### config.mk
export PLATFORM = sky130hd
export DESIGN_NAME = sktrs_ctrl
export DESIGN_NICKNAME = d
export VERILOG_FILES = /design/src/design/sktrs_pkg.sv /design/src/design/sktrs_ctrl.sv
export SDC_FILE = /design/constraint.sdc
export NUM_CORES = 1
export LEC_CHECK = 0
export BUFFER_PORTS_ARGS = -buffer_cell sky130_fd_sc_hd__buf_4
export CORE_MARGIN = 10
export CORE_UTILIZATION = 58
export CTS_CLUSTER_SIZE = 8
export DETAILED_ROUTE_END_ITERATION = 8
export PLACE_DENSITY = 0.83
export SYNTH_ARGS = -nofsm -noshare
export SYNTH_HDL_FRONTEND = slang
export SYNTH_SLANG_ARGS = --single-unit
### constraint.sdc
create_clock -name clk -period 6.04 [get_ports clk]
set_input_delay 1.208 -clock clk [delete_from_list [all_inputs] [get_ports clk]]
set_output_delay 1.208 -clock clk [all_outputs]
set_load 0.01 [all_outputs]
### src/design/sktrs_pkg.sv
`timescale 1ns / 1ps
`default_nettype none
package sktrs_pkg;

	localparam int TABLE_DEPTH_DEF = 64;

	localparam logic [2:0] KEY_MIN     = 3'd1;
	localparam logic [2:0] KEY_MAX     = 3'd6;
	localparam logic       FUNC_INSERT = 1'b0;

	typedef struct packed {
		logic [2:0]  key;
		logic [6:0]  model;
		logic [7:0]  color;
		logic [1:0]  gender;
		logic [2:0]  size;
		logic [23:0] price;
	} rec_t;

	typedef struct packed {
		logic        func;
		logic [2:0]  key;
		logic [7:0]  color;
		logic [1:0]  gender;
		logic [2:0]  size;
		logic [23:0] price;
		logic        by_price;
		logic        desc;
		logic        filt;
	} req_t;

	typedef enum logic [2:0] {
		ST_ADDED     = 3'd0,
		ST_BAD_TYPE  = 3'd1,
		ST_NOT_FOUND = 3'd2,
		ST_RECORD    = 3'd3,
		ST_NONE_KEPT = 3'd4,
		ST_FULL      = 3'd5
	} status_t;

	typedef enum logic [4:0] {
		CMD_NOP,
		CMD_LOAD,
		CMD_SET_BAD,
		CMD_SET_FULL,
		CMD_SET_NOTFOUND,
		CMD_SET_NONE,
		CMD_INS_INIT,
		CMD_SRCH_INIT,
		CMD_ISCAN_RD,
		CMD_ISCAN_CHK,
		CMD_ISHIFT_RD,
		CMD_ISHIFT_WR,
		CMD_IWRITE,
		CMD_BIN_RD,
		CMD_BIN_CHK,
		CMD_TURN,
		CMD_RD_DN,
		CMD_RD_UP,
		CMD_TAKE,
		CMD_FREAD,
		CMD_FPLACE,
		CMD_FSHIFT,
		CMD_EMIT_INIT,
		CMD_EMIT_RD,
		CMD_EMIT_PUSH,
		CMD_RESP_PUSH
	} cmd_t;

	typedef struct packed {
		logic key_bad;
		logic is_ins;
		logic full;
		logic idx_end;
		logic pos_hit;
		logic bin_empty;
		logic t_eq;
		logic dn;
		logic j_zero;
		logic j_last;
		logic skip;
		logic k_zero;
		logic by_price;
		logic shift_ok;
		logic nf_zero;
		logic emit_last;
		logic out_free;
	} flag_t;

endpackage
`default_nettype wire

### src/design/sktrs_ctrl.sv
`timescale 1ns / 1ps
`default_nettype none
module sktrs_ctrl (
	input  wire logic            clk,
	input  wire logic            arst_n,
	input  wire logic            in_valid,
	output logic                 in_ready,
	input  wire sktrs_pkg::flag_t flg,
	output sktrs_pkg::cmd_t      cmd
);
	import sktrs_pkg::*;

	typedef enum logic [9:0] {
		S_IDLE   = 10'b0000000001,
		S_DEC    = 10'b0000000010,
		S_ISCAN  = 10'b0000000100,
		S_ISHIFT = 10'b0000001000,
		S_IWRITE = 10'b0000010000,
		S_BIN    = 10'b0000100000,
		S_NEXT   = 10'b0001000000,
		S_INS    = 10'b0010000000,
		S_EMIT   = 10'b0100000000,
		S_RESP   = 10'b1000000000
	} state_t;

	state_t state_q, state_d;
	logic   ph_q, ph_d;

	assign in_ready = (state_q == S_IDLE);

	always_comb begin
		state_d = state_q;
		ph_d    = ph_q;
		cmd     = CMD_NOP;
		case (state_q)
			S_IDLE: begin
				if (in_valid) begin
					cmd     = CMD_LOAD;
					state_d = S_DEC;
					ph_d    = 1'b0;
				end
			end
			S_DEC: begin
				if (flg.key_bad) begin
					cmd     = CMD_SET_BAD;
					state_d = S_RESP;
				end else if (flg.is_ins && flg.full) begin
					cmd     = CMD_SET_FULL;
					state_d = S_RESP;
				end else if (flg.is_ins) begin
					cmd     = CMD_INS_INIT;
					state_d = S_ISCAN;
				end else begin
					cmd     = CMD_SRCH_INIT;
					state_d = S_BIN;
				end
			end
			S_ISCAN: begin
				if (ph_q) begin
					cmd  = CMD_ISCAN_CHK;
					ph_d = 1'b0;
				end else if (flg.idx_end) begin
					state_d = S_ISHIFT;
				end else begin
					cmd  = CMD_ISCAN_RD;
					ph_d = 1'b1;
				end
			end
			S_ISHIFT: begin
				if (ph_q) begin
					cmd  = CMD_ISHIFT_WR;
					ph_d = 1'b0;
				end else if (flg.pos_hit) begin
					state_d = S_IWRITE;
				end else begin
					cmd  = CMD_ISHIFT_RD;
					ph_d = 1'b1;
				end
			end
			S_IWRITE: begin
				cmd     = CMD_IWRITE;
				state_d = S_RESP;
			end
			S_BIN: begin
				if (ph_q) begin
					cmd  = CMD_BIN_CHK;
					ph_d = 1'b0;
					if (flg.t_eq) begin
						state_d = S_INS;
					end
				end else if (flg.bin_empty) begin
					cmd     = CMD_SET_NOTFOUND;
					state_d = S_RESP;
				end else begin
					cmd  = CMD_BIN_RD;
					ph_d = 1'b1;
				end
			end
			S_NEXT: begin
				if (ph_q) begin
					ph_d = 1'b0;
					if (flg.t_eq) begin
						cmd     = CMD_TAKE;
						state_d = S_INS;
					end else if (flg.dn) begin
						cmd = CMD_TURN;
					end else if (flg.nf_zero) begin
						cmd     = CMD_SET_NONE;
						state_d = S_RESP;
					end else begin
						cmd     = CMD_EMIT_INIT;
						state_d = S_EMIT;
					end
				end else if (flg.dn && flg.j_zero) begin
					cmd = CMD_TURN;
				end else if (flg.dn) begin
					cmd  = CMD_RD_DN;
					ph_d = 1'b1;
				end else if (!flg.j_last) begin
					cmd  = CMD_RD_UP;
					ph_d = 1'b1;
				end else if (flg.nf_zero) begin
					cmd     = CMD_SET_NONE;
					state_d = S_RESP;
				end else begin
					cmd     = CMD_EMIT_INIT;
					state_d = S_EMIT;
				end
			end
			S_INS: begin
				if (ph_q) begin
					ph_d = 1'b0;
					if (flg.shift_ok) begin
						cmd = CMD_FSHIFT;
					end else begin
						cmd     = CMD_FPLACE;
						state_d = S_NEXT;
					end
				end else if (flg.skip) begin
					state_d = S_NEXT;
				end else if (flg.k_zero || !flg.by_price) begin
					cmd     = CMD_FPLACE;
					state_d = S_NEXT;
				end else begin
					cmd  = CMD_FREAD;
					ph_d = 1'b1;
				end
			end
			S_EMIT: begin
				if (!ph_q) begin
					cmd  = CMD_EMIT_RD;
					ph_d = 1'b1;
				end else if (flg.out_free) begin
					cmd  = CMD_EMIT_PUSH;
					ph_d = 1'b0;
					if (flg.emit_last) begin
						state_d = S_IDLE;
					end
				end
			end
			S_RESP: begin
				if (flg.out_free) begin
					cmd     = CMD_RESP_PUSH;
					state_d = S_IDLE;
				end
			end
			default: begin
				state_d = S_IDLE;
				ph_d    = 1'b0;
			end
		endcase
	end

	always_ff @(posedge clk or negedge arst_n) begin
		if (!arst_n) begin
			state_q <= S_IDLE;
			ph_q    <= 1'b0;
		end else begin
			state_q <= state_d;
			ph_q    <= ph_d;
		end
	end
endmodule
`default_nettype wire

==> summary.txt <==
Final layout
  • Layout cell share with drive strength beyond 1: 0.232
  • Ant diodes: 0
  • Layout area overhead: 19.6%
  • Fillers: around 170
  • Fin area: about 1400 um2
  • Non-filler instance count after layout: between 200 and 250
  • Nets: 198

Detailed routing
  • Vias: approximately 1300
  • Routed vias/inst: ~6.5
  • DRT antenna net count: 0
  • Post-Route WL: 3640 um
  • DRC: 0
  • First-pass iteration count of the detailed router: 5
  • Avg WL per Cell: between 15 and 20 um
  • Drt initial violations: between 80 and 90

Clock tree
  • Root Buffer Master: clkbuf_4
  • Clk sinks: 11
  • TritonCTS clock tree: yes
  • Cts repair resizes: 0
  • CTS buffer count: 3
  • Worst-path clk slew: 60 ps
  • Worst-Skew Late Latency: 270 ps
  • Cts hold-fix bufs: 0
  • Setup Buffers After CTS: 0
  • H-tree levels: 1
  • Deepest clock path buffer count: 2

Placement
  • Buffers added on ports: 25
  • Placed cells: 200
  • Post-DP Area: 1340 um2
  • Global placement routability congestion: just over 1
  • HPWL after DPL: just under 3000 um

Power
  • Net Switching: around 0.19 mW
  • Comb pwr share: 0.595
  • Switching Share: 0.469
  • Max VDD drop: 0.000281 V
  • Pwr Density: 293 nW/um2
  • Pleak: between 0.6 and 0.7 nW
  • Int Pwr: 0.213 mW
  • Seq pwr share: 0.280
  • Clock Power Share: 0.125

Flow run
  • Maxcap violations: 0

Timing
  • Period utilisation layout: 0.636
  • Max-slew violation count: 0
  • Fin Setup TNS: 0 ps
  • Final Hold Viols: 0
  • Final min period: between 3000 and 4000 ps
  • Final setup fails: 0
  • Worst clock skew: around 0.4 ps
  • Slew headroom: 0.529
  • Slew @ Worst Pin: approximately 700 ps
  • Max Clk Rate: 260 MHz
  • RSZ-0062 raised after global routing: false

Die
  • Num rows: 16
  • Die Span Y: ~64 um
  • Die area: around 4200 um2
  • Width of the die: ~64 um
  • Core box area: between 1500 and 2000 um2
  • IO Count: 26
  • Starting Density: 0.596

Global route
  • Initial antenna violation count: 0
  • Total congestion overflow: 0
  • Total GRT Usage: 0.175
  • First-pass GRT wire length: 5980 um
  • Vias in the first global route: 1292
  • Largest net degree at the start of global routing: 18

Yosys
  • Syn nets: about 170
  • Cell variety after synth: 48
  • Share of async-settable or async-resettable flops after synthesis: 1.00
  • Mapped Area: around 1100 um2
  • Synth Area in Adders: 0
  • Register area share after synthesis: 0.242
  • Mux share of post-synthesis cell area: 0.0361
  • Yosys reg bits: 11
  • Syn_area_per_cell: 7.53 um2
  • Synth Area in Compound Gates: 0.283
  • Post-synthesis cell count: around 150
  • Number of synthesized flops with an enable pin: 0
  • Post-Synth Simple-Gate Area: 0.381
  • Ys Warns: 0
  • Main combinational cell family by area after synthesis: simple AND/OR/NAND/NOR gates
  • Top FF cell, synth: dfrtp_1
  • Post-Synth XOR/XNOR Area: 0.00765

Worst setup path
  • Crit start category: register
  • Worst path required time: approximately 4800 ps
  • Critical Path AT: about 2600 ps
  • Crit end category: output port
  • Critical setup path kind: reg -> out
  • CP max FO: 7

Min path
  • Worst min-delay path class: reg -> reg

Status
  • Status: complete, no violations
==> registers in the layout (all words and copies together), names as in the netlist <==
name     cells
ph_q         1
state_q     10
==> kinds of logic after synthesis <==
| kind of cell | count (synthesis) |
|---|---|
| simple gates | 77 |
| buf+inv | 13 |
| xor+xnor | 1 |
| mux | 3 |
| compound gates | 47 |
| flops | 11 |
==> area by class of cell <==
cell class / instances / area (um2) / area share
clock buffers: 4 / 26.3 / 0.0192
inverters: 9 / 33.8 / 0.0247
multi-input cells: 128 / 811 / 0.592
flip-flops and latches: 11 / 277 / 0.202
well taps: 27 / 33.8 / 0.0247
repair buffers: 25 / 188 / 0.137
==> final timing paths <==
kind / slack, ps / cells after the start / from / to
worst max-delay path: 2200 / 7 / state_q[6] / cmd[0]
min in group asynchronous: 750 / 1 / arst_n / state_q[5]
worst min-delay path: 620 / 1 / state_q[8] / state_q[8]
max in group asynchronous: 5060 / 1 / arst_n / state_q[0]
worst max register to register: 3550 / 6 / state_q[6] / state_q[8]
worst min register to register: 620 / 1 / state_q[8] / state_q[8]
==> Yosys cell counts (2+ instances only) <==
cell type	number	area, um2
a21o_1	2	15.0
a21oi_1	11	55.1
a22oi_1	3	22.5
and2_1	3	18.8
and3_1	2	12.5
clkbuf_1	2	7.51
dfrtp_1	10	250
inv_1	8	30.0
mux2_4	2	30.0
nand2_1	22	82.6
nand2b_1	2	12.5
nand3_1	8	40.0
nand3b_1	3	22.5
nand4_1	5	31.3
nor2_1	14	52.6
nor2b_1	5	31.3
nor3_1	2	10.0
nor4_2	2	25.0
o211ai_1	3	22.5
o21ai_0	5	25.0
o21ai_1	5	25.0
o22ai_1	6	37.5
o31ai_1	2	15.0
==> power by group through the flow <==
stage | logic (mW) | registers (mW) | clock network, mW
5_1_grt | 0.257 | 0.116 | 0.0539
6_report | 0.238 | 0.112 | 0.0502
3_5_place_dp | 0.231 | 0.113 | 0
3_3_place_gp | 0.227 | 0.112 | 0
2_1_floorplan | 0.173 | 0.100 | 0
4_1_cts | 0.233 | 0.111 | 0.0507
==> per-layer routing <==
metal | track usage | part of all wire | vias to the layer above
met5 | 0 | 0 | -
met4 | 0.0802 | 0.035 | 0
met3 | 0.0533 | 0.10 | 18
met2 | 0.300 | 0.49 | 86
met1 | 0.193 | 0.37 | 599
li1 | - | - | 619
==> metrics by stage <==
stage	hold slack [ps]	utilization	total power, mW	setup WS, ps
after floorplan	560	-	0.273	2790
after global placement	599	0.699	0.339	2520
after detailed placement	602	0.699	0.344	2510
after CTS	625	0.712	0.395	2260
after global routing	658	0.712	0.427	1970
final	620	0.712	0.401	2200
==> worst max-delay path, stage by stage, from the launching register on <==
cell,delay [ps]
dfrtp_1,470
nor4_2,690
nand3_1,230
nand3b_1,350
nor2_1,270
a22oi_1,120
nand4_1,110
buf_4,120
==> layout by cell type (no fill, tap or decap), types with 2 or more instances in the layout <==
cell and count:
buf_4 25, nand2_1 22, nor2_1 14, a21oi_1 11, dfrtp_1 10, inv_1 8, nand3_1 8, o22ai_1 6
nor2b_1 5, o21ai_1 5, o21ai_0 5, nand4_1 5, nand3b_1 3, and2_1 3, a22oi_1 3, o211ai_1 3
clkbuf_4 3, nor4_2 2, nand2b_1 2, nor3_1 2, and3_1 2, a21o_1 2, o31ai_1 2, mux2_4 2
No activity file was read; power rests on OpenSTA's default activity.
